### src/rtl/gfr_pkg.sv
// Shared types and constants for the face removal step block.
`default_nettype none
package gfr_pkg;

  localparam int MAX_FACES  = 64;
  localparam int MAX_NB     = 6;
  localparam int SLOT_TOTAL = MAX_FACES * MAX_NB;
  localparam int ADDR_W     = $clog2(SLOT_TOTAL);
  localparam int FACE_W     = 6;
  localparam int CNT_W      = 7;
  localparam int RATE_W     = 24;
  localparam int KSUM_W     = 30;

  localparam logic [31:0] LN2_Q32 = 32'hB17217F8;

  localparam logic [1:0] CMD_LOAD  = 2'd0;
  localparam logic [1:0] CMD_START = 2'd1;
  localparam logic [1:0] CMD_EVENT = 2'd2;

  localparam logic [1:0] STAT_OK    = 2'd0;
  localparam logic [1:0] STAT_ACK   = 2'd1;
  localparam logic [1:0] STAT_EMPTY = 2'd2;

  localparam logic [2:0] CFG_FACE_COUNT = 3'd0;

  typedef struct packed {
    logic [1:0]        cmd;
    logic [FACE_W-1:0] face_index;
    logic [2:0]        slot;
    logic [FACE_W-1:0] neighbour_face;
    logic              slot_used;
    logic [31:0]       uniform_time;
    logic [31:0]       uniform_pick;
  } in_item_t;

  typedef struct packed {
    logic [1:0]        status;
    logic [FACE_W-1:0] removed_face;
    logic [2:0]        bonds_broken;
    logic [CNT_W-1:0]  faces_left;
    logic [7:0]        bonds_left;
    logic [31:0]       delta_time;
    logic              all_removed;
  } out_item_t;

  typedef struct packed {
    logic              face_v;
    logic              done;
    logic [FACE_W-1:0] face;
    logic [2:0]        m;
    logic [2:0]        up;
  } walk_t;

endpackage
`default_nettype wire

### src/rtl/gfr_time.sv
// Waiting time unit: normalise, log by squaring, scale by ln2, divide by the rate sum.
`default_nettype none
module gfr_time (
  input  wire                         clk,
  input  wire                         rst_n,
  input  wire                         go,
  input  wire [31:0]                  u1,
  input  wire [gfr_pkg::KSUM_W-1:0]   k,
  output logic                        ready,
  output logic [31:0]                 dt
);

  typedef enum logic [6:0] {
    T_IDLE = 7'b0000001,
    T_NORM = 7'b0000010,
    T_LOG  = 7'b0000100,
    T_SUB  = 7'b0001000,
    T_MLO  = 7'b0010000,
    T_MHI  = 7'b0100000,
    T_DIV  = 7'b1000000
  } tstate_t;

  tstate_t                     state_r;
  logic                        ready_r;
  logic [31:0]                 dt_r;
  logic [31:0]                 x_r;
  logic [5:0]                  z_r;
  logic [31:0]                 f_r;
  logic [5:0]                  cnt_r;
  logic [37:0]                 nl_r;
  logic [63:0]                 p_r;
  logic [37:0]                 ln_r;
  logic [gfr_pkg::KSUM_W-1:0]  rem_r;
  logic [gfr_pkg::KSUM_W-1:0]  k_r;

  logic [63:0]                 sq;
  logic [32:0]                 ys;
  logic [gfr_pkg::KSUM_W:0]    remsh;
  logic                        ge;
  logic [37:0]                 q_nxt;

  assign sq    = x_r * x_r;
  assign ys    = sq[63:31];
  assign remsh = {rem_r, ln_r[37]};
  assign ge    = (remsh >= {1'b0, k_r});
  assign q_nxt = {ln_r[36:0], ge};

  always_ff @(posedge clk) begin
    if (!rst_n) begin
      state_r <= T_IDLE;
      ready_r <= 1'b0;
    end else begin
      unique case (state_r)
        T_IDLE: begin
          if (go) begin
            k_r <= k;
            x_r <= u1;
            z_r <= '0;
            if (u1 == '0 || k == '0) begin
              dt_r    <= 32'hFFFFFFFF;
              ready_r <= 1'b1;
            end else begin
              ready_r <= 1'b0;
              state_r <= T_NORM;
            end
          end
        end
        T_NORM: begin
          if (x_r[31]) begin
            f_r     <= '0;
            cnt_r   <= '0;
            state_r <= T_LOG;
          end else begin
            x_r <= {x_r[30:0], 1'b0};
            z_r <= z_r + 6'd1;
          end
        end
        T_LOG: begin
          if (ys[32]) begin
            x_r <= ys[32:1];
            f_r <= {f_r[30:0], 1'b1};
          end else begin
            x_r <= ys[31:0];
            f_r <= {f_r[30:0], 1'b0};
          end
          cnt_r <= cnt_r + 6'd1;
          if (cnt_r == 6'd31) begin
            state_r <= T_SUB;
          end
        end
        T_SUB: begin
          nl_r    <= {z_r + 6'd1, 32'b0} - {6'b0, f_r};
          state_r <= T_MLO;
        end
        T_MLO: begin
          p_r     <= 64'(nl_r[31:0]) * 64'(gfr_pkg::LN2_Q32);
          state_r <= T_MHI;
        end
        T_MHI: begin
          ln_r    <= 38'(38'(nl_r[37:32]) * 38'(gfr_pkg::LN2_Q32)) + 38'(p_r[63:32]);
          rem_r   <= '0;
          cnt_r   <= '0;
          state_r <= T_DIV;
        end
        T_DIV: begin
          rem_r <= ge ? gfr_pkg::KSUM_W'(remsh - {1'b0, k_r})
                      : remsh[gfr_pkg::KSUM_W-1:0];
          ln_r  <= q_nxt;
          cnt_r <= cnt_r + 6'd1;
          if (cnt_r == 6'd37) begin
            dt_r    <= (q_nxt[37:32] != '0) ? 32'hFFFFFFFF : q_nxt[31:0];
            ready_r <= 1'b1;
            state_r <= T_IDLE;
          end
        end
        default: state_r <= T_IDLE;
      endcase
    end
  end

  assign ready = ready_r;
  assign dt    = dt_r;

endmodule
`default_nettype wire

### config.mk
export PLATFORM = sky130hd
export DESIGN_NAME = gfr_time
export DESIGN_NICKNAME = d
export VERILOG_FILES = /design/src/rtl/gfr_pkg.sv /design/src/rtl/gfr_time.sv
export SDC_FILE = /design/constraint.sdc
export NUM_CORES = 2
export LEC_CHECK = 0
export ABC_AREA = 1
export BUFFER_PORTS_ARGS = -buffer_cell sky130_fd_sc_hd__buf_2
export CORE_MARGIN = 4
export CORE_UTILIZATION = 55
export CTS_CLUSTER_DIAMETER = 40
export DETAILED_ROUTE_END_ITERATION = 7
export HOLD_SLACK_MARGIN = 0.15
export PLACE_DENSITY = 0.82
export SETUP_SLACK_MARGIN = 0.05
export SLEW_MARGIN = 15
export SYNTH_ARGS = -nofsm -noshare
export SYNTH_HDL_FRONTEND = slang
export SYNTH_SLANG_ARGS = --single-unit
### constraint.sdc
create_clock -name clk -period 7.45 [get_ports clk]
set_clock_uncertainty 0.1 [all_clocks]
set_input_delay 0.745 -clock clk [delete_from_list [all_inputs] [get_ports clk]]
set_output_delay 0.745 -clock clk [all_outputs]
set_load 0.01 [all_outputs]
==> metrics.yaml <==
run_status:
  status: "finished, final reports clean"
clock_network:
  cts.sinks: 284
  h-tree-depth: 2
  clk_latency_ns: 0.65
  cts.clk_slew.worst_paths_ns: 0.06
  cts_tree: "done"
  root_buffer: "clkbuf_16"
  clk_path_buf_depth: 3
  cts_buffers: 47
timing:
  fmax_mhz: 135
  finalCriticalPeriod_ns: 7.43
  setup_viol: 0
  fin_crit_sh_pct: 99.8
  rsz0062_at_grt: "true"
  slew_headroom_pct: 24.2
  worstMarginPinSlew_ns: 1.13
  fin_setup_tns_ns: 0
  slew_viol_final: 0
  hold_violations: 0
synthesis:
  synth_cells: 8001
  synth_nets: 10000
  yosys_warnings: 0
  synth_top_cells_by_count: "2,376 x inv_1, 1,496 x nand2_1, 1,181 x fa_1"
  seq_area_frac_synth_pct: 12.7
  ys_seq_elements: 284
  synth_area_leader_cell: "fa_1"
  ys.flop_type: "edfxtp_1"
  synth-edff-count: 276
  async_reset_ff_share_pct: 0
  ys_types: 59
  synth.top_cell.area_share_pct: 35.6
  netlist_area_mm2: 0.0664
  synth.top_cells.by_area: "fa_1 36%, ha_1 14%, inv_1 13%"
  avgSynthCellArea_um2: 8.29
  synthMostInstantiatedCell: "inv_1"
flow_run:
  maxCapViolations: 0
place:
  io_buffers: 97
  hpwl_mm: 161
  gp_congestion: 1.06
  dpl_cell_area_mm2: 0.0706
layout:
  syn_to_final_growth_pct: 13.3
  seq_area_mm2: 0.00845
  postLayoutCellArea_mm2: 0.0752
  fill_cells: 9664
  layout-drive-gt1-share_pct: 11.4
  multi_input_area_mm2: 0.0502
  nets: 10400
setup_path:
  cp_max_fo: 7
  r2r_slack_ns: 0.02
  cpPeakStageDelay_ns: 0.55
  crit_type: "reg2reg"
  critPathSlowestCell: "fa_1"
  arrival_ns: 7.68
  cp-start-kind: "flop"
  required_ns: 7.70
  end_kind: "flop"
  reg2reg_depth: 32
  rr_startpoint: "x_r[14]"
  crit_top_cell: "nand2_2"
  r2r_end: "x_r[17]"
global_route:
  grtUsageTotal_pct: 30.4
  first_global_vias: 56900
  grt_pass1_wl_mm: 302
  overflow: 0
  antenna_found_initial: 5
  grt_max_degree: 69
floorplanning:
  io_pins: 98
  die_h_um: 355
  die-area_mm2: 0.126
  start_util_pct: 55.4
  core_mm2: 0.120
  fp.dieW_um: 355
  rows: 127
routing:
  post_drt_wl_per_cell_um: 19.8
  drt_iter0_drc: 5022
  vias: 54600
  wl_mm: 198
  vias_per_cell: 5.45
  route.detailed.drc: 0
  drtAntennaViolNets: 0
  drt-pass1-iter-count: 6
worst_hold_path:
  hp-class: "in2reg"
  hold_start: "k[12]"
  holdPathStages: 1
  worstHoldEndpoint: "k_r[12]"
==> kinds of logic (layout without fill, tap and decap cells) <==
family / Yosys count / in the layout / synth area share [%]
adder cells (fa/ha/maj): 1936 / 1936 / 49.9
AO/OA/AOI/OAI: 634 / 634 / 5.43
buffers and inverters: 2522 / 2917 / 14.4
flip-flops: 284 / 284 / 12.7
AND/OR/NAND/NOR: 2452 / 2452 / 15.3
other: 0 / 4 / 0
XOR/XNOR: 173 / 173 / 2.28
==> sequential cells by signal (all words and copies together) (netlist names), 7 cells and up <==
name and count:
ln_r 38, rem_r 30, f_r 32, state_r 7, nl_r 38, p_r 32, x_r 32, dt 32
k_r 30
==> worst max-delay path: cells and delay by family (launching register included) <==
family	cells	cell delay (ns)
flops	1	0.52
buf+inv	9	0.86
simple gates	13	1.12
compound gates	1	0.25
fa+ha+maj	9	4.30
==> metrics by stage <==
| step | setup WS, ns | hold WS (ns) | utilization (%) | instances |
|---|---|---|---|---|
| 5_1_grt | -0.178 | 0.178 | 62.8 | 10000 |
| 2_1_floorplan | 0.214 | 0.366 | - | 8001 |
| 4_1_cts | 0.0405 | 0.153 | 60.4 | 9918 |
| 3_3_place_gp | -0.213 | 0.385 | 58.9 | 9813 |
| 3_5_place_dp | -0.199 | 0.393 | 58.9 | 9813 |
| 6_report | 0.0162 | 0.194 | 62.8 | 10000 |
==> worst max path at each step <==
stage,cells past startpoint,start,endpoint
2_1_floorplan,31,x_r[27],x_r[24]
3_3_place_gp,26,x_r[2],x_r[23]
3_5_place_dp,25,x_r[26],x_r[23]
4_1_cts,29,x_r[13],x_r[16]
5_1_grt,33,x_r[13],x_r[7]
6_report,32,x_r[14],x_r[17]
==> cell type report <==
cell class	count	share of cell area, %
antenna	4	0.0133
clock buffer	55	1.64
clock inverter	33	0.511
inverter	2381	11.9
multi-input combinational	5195	66.7
sequential	284	11.2
tap	1612	2.68
timing repair buffer	448	5.29
==> layer usage <==
metal	vias to the layer above	share of wire (%)	wire [um]	GRT usage (%)
li1	24600	-	-	-
met1	26500	39	76700	40.7
met2	2787	46	90400	49.1
met3	650	11	21100	6.53
met4	0	4.9	9680	11.2
met5	-	0	0	0
==> repair_timing <==
item	4_1_cts	5_1_grt
hold buffers	13	0
endpoints found under the hold margin	13	0
endpoints found under the setup margin	32	45
resized for setup	17	471
pin swaps	0	162
cloned	0	15
setup buffers	4	75
==> cell usage in the layout, fill, tap and decap left out, types with 42 or more instances in the layout <==
cell	netlist	final
nor2_1	513	455
xor2_1	119	117
inv_1	2376	2336
nand2_1	1496	1381
a21oi_1	264	228
xnor2_1	54	51
edfxtp_1	276	276
buf_2	7	97
clkbuf_16	0	61
fa_1	1181	1157
o21ai_0	203	192
buf_4	1	257
nand2_2	14	95
inv_2	5	42
nand3_1	210	190
ha_1	755	717
Power is left out: the tool's default activity adds up to more than one toggle a clock period on the data nets, which glitch-free logic cannot reach.
